**config.mk**
```make
export PLATFORM = sky130hd
export DESIGN_NAME = delta_queue_task_scheduler_core
export DESIGN_NICKNAME = d
export VERILOG_FILES = /design/src/design/dqts_pkg.sv /design/src/design/dqts_cell.sv /design/src/design/delta_queue_task_scheduler_core.sv
export SDC_FILE = /design/constraint.sdc
export NUM_CORES = 2
export LEC_CHECK = 0
export ABC_CLOCK_PERIOD_IN_PS = 2650
export BUFFER_PORTS_ARGS = -buffer_cell sky130_fd_sc_hd__buf_2
export CORE_AREA = 2 2 355 269
export DETAILED_ROUTE_END_ITERATION = 7
export DIE_AREA = 0 0 357 271
export PLACE_DENSITY = 0.7
export SYNTH_ARGS = -nofsm -noshare
export SYNTH_HDL_FRONTEND = slang
export SYNTH_SLANG_ARGS = --single-unit
```
**constraint.sdc**
```tcl
create_clock -name clk -period 2.65 [get_ports clk]
set_clock_uncertainty 0.05 [all_clocks]
set_input_delay 0.53 -clock clk [delete_from_list [all_inputs] [get_ports clk]]
set_output_delay 0.53 -clock clk [all_outputs]
set_load 0.005 [all_outputs]
```
**src/design/dqts_pkg.sv**
```systemverilog
// ----------------------------------------------------------------------------
// dqts_pkg
// Types and codes shared by the delta-queue scheduler core, its cells and
// its checker.
// ----------------------------------------------------------------------------
package dqts_pkg;

  // Request kinds
  localparam logic [1:0] KIND_TICK     = 2'd0;
  localparam logic [1:0] KIND_ADD      = 2'd1;
  localparam logic [1:0] KIND_DISPATCH = 2'd2;

  typedef struct packed {
    logic [1:0]  kind;
    logic [7:0]  task_id;
    logic [15:0] delay_ticks;
    logic [15:0] period_ticks;
  } dqts_req_t;

  typedef struct packed {
    logic       ran_valid;
    logic [7:0] ran_task;
    logic       add_dropped;
  } dqts_res_t;

  // One list entry held by a cell
  typedef struct packed {
    logic        valid;
    logic [7:0]  task_id;
    logic [15:0] delta;
    logic [15:0] period;
  } dqts_entry_t;

  // Insertion word travelling down the chain. In seek mode delay is the
  // remaining delay of the new task; in shift mode the word carries a
  // displaced entry and delay is that entry's delta.
  typedef struct packed {
    logic        active;
    logic        shift;
    logic [7:0]  task_id;
    logic [15:0] delay;
    logic [15:0] period;
  } dqts_tok_t;

  // Broadcast commands to the cells
  typedef struct packed {
    logic pop;
    logic tick;
  } dqts_cmd_t;

endpackage

```
**src/design/dqts_cell.sv**
```systemverilog
// ----------------------------------------------------------------------------
// dqts_cell
// One slot of the delta list: holds an entry, takes part in the insertion
// walk and shifts towards the head on a pop.
// ----------------------------------------------------------------------------
module dqts_cell (
  input  logic                clk,
  input  logic                rst,
  input  dqts_pkg::dqts_cmd_t cmd,
  input  dqts_pkg::dqts_tok_t tok_in,
  input  dqts_pkg::dqts_entry_t nb_in,
  output dqts_pkg::dqts_tok_t tok_out,
  output dqts_pkg::dqts_entry_t ent,
  output logic                seek_store
);
  import dqts_pkg::*;

  dqts_entry_t ent_next;
  dqts_tok_t   tok_next;
  logic        fits;

  // New task settles here when the slot is free or its delay runs out first
  assign fits       = !ent.valid || (tok_in.delay < ent.delta);
  assign seek_store = tok_in.active && !tok_in.shift && fits;

  always_comb begin
    ent_next = ent;
    tok_next = '0;
    if (cmd.pop) begin
      ent_next = nb_in;
    end else if (cmd.tick) begin
      if (ent.valid && ent.delta != 16'd0) begin
        ent_next.delta = ent.delta - 16'd1;
      end
    end else if (tok_in.active) begin
      if (!ent.valid) begin
        ent_next.valid   = 1'b1;
        ent_next.task_id = tok_in.task_id;
        ent_next.delta   = tok_in.delay;
        ent_next.period  = tok_in.period;
      end else if (!tok_in.shift && !fits) begin
        // advance past this entry, consuming its delta
        tok_next        = tok_in;
        tok_next.delay  = tok_in.delay - ent.delta;
      end else begin
        ent_next.task_id = tok_in.task_id;
        ent_next.delta   = tok_in.delay;
        ent_next.period  = tok_in.period;
        tok_next.active  = 1'b1;
        tok_next.shift   = 1'b1;
        tok_next.task_id = ent.task_id;
        tok_next.period  = ent.period;
        // the successor of a fresh insert loses the new task's delay
        tok_next.delay   = tok_in.shift ? ent.delta : (ent.delta - tok_in.delay);
      end
    end
  end

  always_ff @(posedge clk) begin
    if (rst) begin
      ent     <= '0;
      tok_out <= '0;
    end else begin
      ent     <= ent_next;
      tok_out <= tok_next;
    end
  end

endmodule

```
**src/design/delta_queue_task_scheduler_core.sv**
```systemverilog
// ----------------------------------------------------------------------------
// delta_queue_task_scheduler_core
// Delta-list cooperative task scheduler built as a chain of list cells.
// ----------------------------------------------------------------------------
//
//  Channel   Handshake          Word        Notes
//  --------  -----------------  ----------  ------------------------------
//  request   start && !busy     dqts_req_t  tick, add or dispatch
//  result    done (one cycle)   dqts_res_t  one word per request
//
// Tick, unused kind, add to a full list and dispatch that does not
// re-add give their result in the cycle after acceptance and never raise
// busy. An add, or a dispatch of a periodic task, sends an insertion word
// down the cell chain one cell a cycle up to the first free cell; busy stays
// high for the whole walk, and done ends the walk.
// Reset (synchronous, rst high) empties the list.
// The receiver cannot stall: each result word is shown once, for one cycle.
//
module delta_queue_task_scheduler_core #(
  parameter int MAX_TASKS = 8
) (
  input  logic                clk,
  input  logic                rst,
  input  logic                start,
  output logic                busy,
  input  dqts_pkg::dqts_req_t request,
  output logic                done,
  output dqts_pkg::dqts_res_t result
);
  import dqts_pkg::*;

  typedef enum logic [1:0] {
    ST_IDLE = 2'b01,
    ST_WALK = 2'b10
  } state_t;

  state_t      state, state_next;
  dqts_tok_t   tok0, tok0_next;
  logic        head_ready, head_ready_next;
  logic        done_next;
  dqts_res_t   result_next;
  dqts_res_t   pend, pend_next;

  dqts_cmd_t   cell_cmd [MAX_TASKS];
  dqts_tok_t   cell_tin [MAX_TASKS];
  dqts_tok_t   cell_tok [MAX_TASKS];
  dqts_entry_t cell_nb  [MAX_TASKS];
  dqts_entry_t cell_ent [MAX_TASKS];
  logic [MAX_TASKS-1:0] cell_seek;
  logic [MAX_TASKS-1:0] tok_act;

  logic accept;
  logic do_pop;
  logic do_tick;

  assign busy   = (state == ST_WALK);
  assign accept = start && (state == ST_IDLE);

  // ---- cell chain: insertion words move tailwards, pops move headwards ----
  for (genvar i = 0; i < MAX_TASKS; i++) begin : g_cell
    assign cell_cmd[i].pop  = do_pop;
    assign cell_cmd[i].tick = do_tick && (i == 0);
    if (i == 0) begin : g_head
      assign cell_tin[i] = tok0;
    end else begin : g_body
      assign cell_tin[i] = cell_tok[i-1];
    end
    if (i == MAX_TASKS - 1) begin : g_tail
      assign cell_nb[i] = '0;
    end else begin : g_inner
      assign cell_nb[i] = cell_ent[i+1];
    end
    assign tok_act[i] = cell_tok[i].active;

    dqts_cell u_cell (
      .clk        (clk),
      .rst        (rst),
      .cmd        (cell_cmd[i]),
      .tok_in     (cell_tin[i]),
      .nb_in      (cell_nb[i]),
      .tok_out    (cell_tok[i]),
      .ent        (cell_ent[i]),
      .seek_store (cell_seek[i])
    );
  end

  // ---- control ----
  always_comb begin
    state_next      = state;
    tok0_next       = '0;
    head_ready_next = head_ready;
    done_next       = 1'b0;
    result_next     = result;
    pend_next       = pend;
    do_pop          = 1'b0;
    do_tick         = 1'b0;

    if (accept) begin
      case (request.kind)
        KIND_TICK: begin
          // count the head down, or mark it ready once it hits zero
          do_tick = 1'b1;
          if (cell_ent[0].valid && cell_ent[0].delta == 16'd0) begin
            head_ready_next = 1'b1;
          end
          done_next   = 1'b1;
          result_next = '0;
        end
        KIND_ADD: begin
          if (cell_ent[MAX_TASKS-1].valid) begin
            // list full: drop the request
            done_next               = 1'b1;
            result_next             = '0;
            result_next.add_dropped = 1'b1;
          end else begin
            tok0_next.active  = 1'b1;
            tok0_next.task_id = request.task_id;
            tok0_next.delay   = request.delay_ticks;
            tok0_next.period  = request.period_ticks;
            pend_next         = '0;
            state_next        = ST_WALK;
          end
        end
        KIND_DISPATCH: begin
          head_ready_next = 1'b0;
          result_next     = '0;
          if (head_ready && cell_ent[0].valid) begin
            do_pop             = 1'b1;
            pend_next          = '0;
            pend_next.ran_valid = 1'b1;
            pend_next.ran_task  = cell_ent[0].task_id;
            if (cell_ent[0].period != 16'd0) begin
              // re-add a periodic task with its period as delay
              tok0_next.active  = 1'b1;
              tok0_next.task_id = cell_ent[0].task_id;
              tok0_next.delay   = cell_ent[0].period;
              tok0_next.period  = cell_ent[0].period;
              state_next        = ST_WALK;
            end else begin
              done_next   = 1'b1;
              result_next = pend_next;
            end
          end else begin
            done_next = 1'b1;
          end
        end
        default: begin
          done_next   = 1'b1;
          result_next = '0;
        end
      endcase
    end else if (state == ST_WALK) begin
      // a new head loses any ready mark
      if (cell_seek[0]) begin
        head_ready_next = 1'b0;
      end
      if (!tok0.active && (tok_act == '0)) begin
        done_next   = 1'b1;
        result_next = pend;
        state_next  = ST_IDLE;
      end
    end
  end

  always_ff @(posedge clk) begin
    if (rst) begin
      state      <= ST_IDLE;
      tok0       <= '0;
      head_ready <= 1'b0;
      done       <= 1'b0;
      result     <= '0;
      pend       <= '0;
    end else begin
      state      <= state_next;
      tok0       <= tok0_next;
      head_ready <= head_ready_next;
      done       <= done_next;
      result     <= result_next;
      pend       <= pend_next;
    end
  end

endmodule

```
==> flow_summary.ini <==
[status]
status = complete, but fails checks
violations = setup timing

[place]
dpl_worst_slack_ns = -0.530
gp_congestion = 0.982
port-buffer-count = 56
placed_cell_area_um2 = 46000
place_hpwl_um = 98900

[logic_synthesis]
async_flop_share_pct = 0
synth_edf_count = 0
ys_seq_elements = 687
yosysTopAreaCell = dfxtp_1
yosys_warnings = 0
syn_inst = 5026
ys.flop_type = dfxtp_1
synthTopCellsByArea = dfxtp_1 (35%), ha_1 (7.6%), nand2_1 (7.6%), a21oi_1 (6.1%), nor2_1 (4.8%)
syn_area_per_cell_um2 = 7.75
synth.distinct_cells = 86
syn-num-nets = 5322
syn_area_um2 = 39000
synth_top_area_share_pct = 35.3
synth_seq_area_share_pct = 35.3

[route]
ant_nets = 0
wl_per_cell_um = 21.5
routed_wl_um = 151000
detail_route.vias_per_cell = 5.98
dr.pass1.iters = 6
dr.first_iter.drc_count = 5230
drc_errors = 0
route.vias.total = 42100

[cts]
worstSkewPairLatency_ns = 0.66
cts.htree.levels = 3
cts_sinks = 687
cts_buffers = 75
clockBufferDepth = 3
hold_buffers = 0
cts-root-buf = clkbuf_16
path_clk_slew_ns = 0.07
cts_tree = yes

[cells_and_area]
postLayoutCellArea_um2 = 55000
drive_above_1_share_pct = 32.8
final_util_pct = 59.2
synthToLayoutAreaGrowth_pct = 41.2
final_cell_mix = buf_4 (746), nand2_1 (709), dfxtp_1 (594), nor2_1 (439), a21oi_1 (419)
nets = 6038
mostFrequentLayoutCell = buf_4

[global_routing]
grt_pass1_vias = 38000
grt_overflow = 0
grt_usage_pct = 28.3
grt_max_degree = 165
antenna_found_initial = 5
grt_pass1_wl_um = 220000

[floorplan]
floorplan.initialDensity_pct = 41.9
fp-row-count = 97
coreArea_um2 = 93000
die_w_um = 357
io-pin-count = 57
die_h_um = 271
die-area_um2 = 96700

[min_path]
min_path_type = input port to flip-flop

[setup_path]
cp_slowest_stage_delay_ns = 0.36
critPathTopFamily = buffers and inverters
cp-start-kind = flip-flop
slowest_stage = fa_2
worst-path-max-fanout = 7
crit_type = flip-flop to flip-flop
crit_arrival_ns = 3.52
required_ns = 3.16
path_buf_inv = 7
critPathCaptureType = flip-flop
path_cells = inv_2 -> ha_4 -> fa_2 -> nor2b_2 -> o21ai_2 -> o211ai_1 -> nand2_2 -> buf_6 -> buf_6 -> o31ai_4 -> buf_6 -> buf_12 -> buf_12 -> buf_12 -> nand2_4 -> a21oi_2

[sta]
setup_viol = 417
finalSetupTns_ns = -54.73
max_slew_margin_pct = 23.5
layout_setup_ws_ns = -0.356
slew_viol_final = 0
worst_hold_slack_ns = 0.0652
finalCritPeriodShare_pct = 113
period_needed_ns = 3.01
hold_viol = 0
worst-slew-pin-transition_ns = 1.15
rsz0062_at_grt = true
max_freq_mhz = 333

[power_and_ir_drop]
ir_drop_uv = 461
p_leak_uw = 0.0215
power.density_nw_per_um2 = 411

[job]
maxCapViolations = 0
==> per-layer routing <==
layer	vias up	global-route usage, %	wire length, um
li1	19200	-	-
met1	20300	43.8	68500
met2	2316	39.5	61700
met3	263	6.12	18200
met4	2	5.75	3080
met5	-	0	10
==> cell usage after synthesis (15+ instances only) <==
cell type / n
xor2_1: 26
o21ai_0: 193
nand3_1: 173
nor3_1: 108
a31oi_1: 64
a21o_1: 90
buf_2: 45
and3_1: 21
nor2b_1: 41
a221o_1: 45
inv_1: 293
dfxtp_1: 687
ha_1: 237
xnor2_1: 40
o22ai_1: 23
a311oi_1: 172
o21a_1: 19
nand2_1: 785
a21oi_1: 475
a221oi_1: 22
nor2_1: 496
o21bai_1: 17
mux2i_1: 127
clkbuf_1: 286
buf_1: 26
nand2b_1: 35
a22oi_1: 43
a211oi_1: 143
a211oi_2: 15
==> state kept, by name, indices dropped and copies added, names as in the netlist <==
signal,cells
g_cell.u_cell.tok_out,295
g_cell.u_cell.ent,328
done,1
pend,9
cell_tin,41
head_ready,1
state,2
result,10
==> worst register-to-register path, cell delays in order (launching register included) <==
cell and delay, ns:
dfxtp_2 0.33, inv_2 0.04, ha_4 0.15, fa_2 0.36
nor2b_2 0.14, o21ai_2 0.09, o211ai_1 0.35, nand2_2 0.15
buf_6 0.16, buf_6 0.11, o31ai_4 0.20, buf_6 0.17
buf_12 0.15, buf_12 0.12, buf_12 0.14, nand2_4 0.07
a21oi_2 0.14
==> cells by family (layout without fill, tap and decap cells) <==
kind of cell | after synthesis | count (layout) | share of synthesized area (%)
and+or+nand+nor | 1757 | 1760 | 19.2
DFF | 687 | 687 | 35.3
AOI/OAI and AO/OA | 1466 | 1466 | 25.4
buffers and inverters | 669 | 1444 | 6.88
other | 0 | 2 | 0
xor gates and xnor gates | 66 | 66 | 1.48
adders and majority gates | 251 | 251 | 8.33
muxes | 130 | 130 | 3.35
==> power by group <==
| group | switching, uW | leakage, uW | internal, uW |
|---|---|---|---|
| logic | 603 | 0.0147 | 442 |
| clock network | 4870 | 0.00127 | 6330 |
| registers | 33.9 | 0.00559 | 10300 |
==> through the flow <==
step                      power (uW)  std cells
after global routing           23100       7041
after CTS                      22500       6951
after global placement         11500       6738
after detailed placement       11500       6738
after floorplan                11100       5026
final                          22600       7043
==> final timing paths <==
kind	from	depth (start not counted)	endpoint	slack, ns
worst min register to register	g_cell[6].u_cell.tok_out[0]	2	g_cell[7].u_cell.ent[0]	0.39
worst max-delay path	g_cell[5].u_cell.tok_out[16]	16	g_cell[6].u_cell.tok_out[0]	-0.36
worst min-delay path	request[25]	3	cell_tin[319]	0.07
worst max register to register	g_cell[5].u_cell.tok_out[16]	16	g_cell[6].u_cell.tok_out[0]	-0.36
==> repair_timing <==
action,CTS,global route
pin swaps,164,312
endpoints found under the setup margin,555,587
gates resized for setup,344,702
buffers inserted,61,78
cloned,29,25
==> final cells by class <==
type	instances	area, um^2
timing repair buffer	1011	9550
clock buffer	101	2120
multi-input combinational	3673	26300
tap	1237	1550
fill	7811	38000
clock inverter	38	459
inverter	294	1110
sequential	687	13900
antenna	2	5.00
Power figures use the tool's default switching activity.
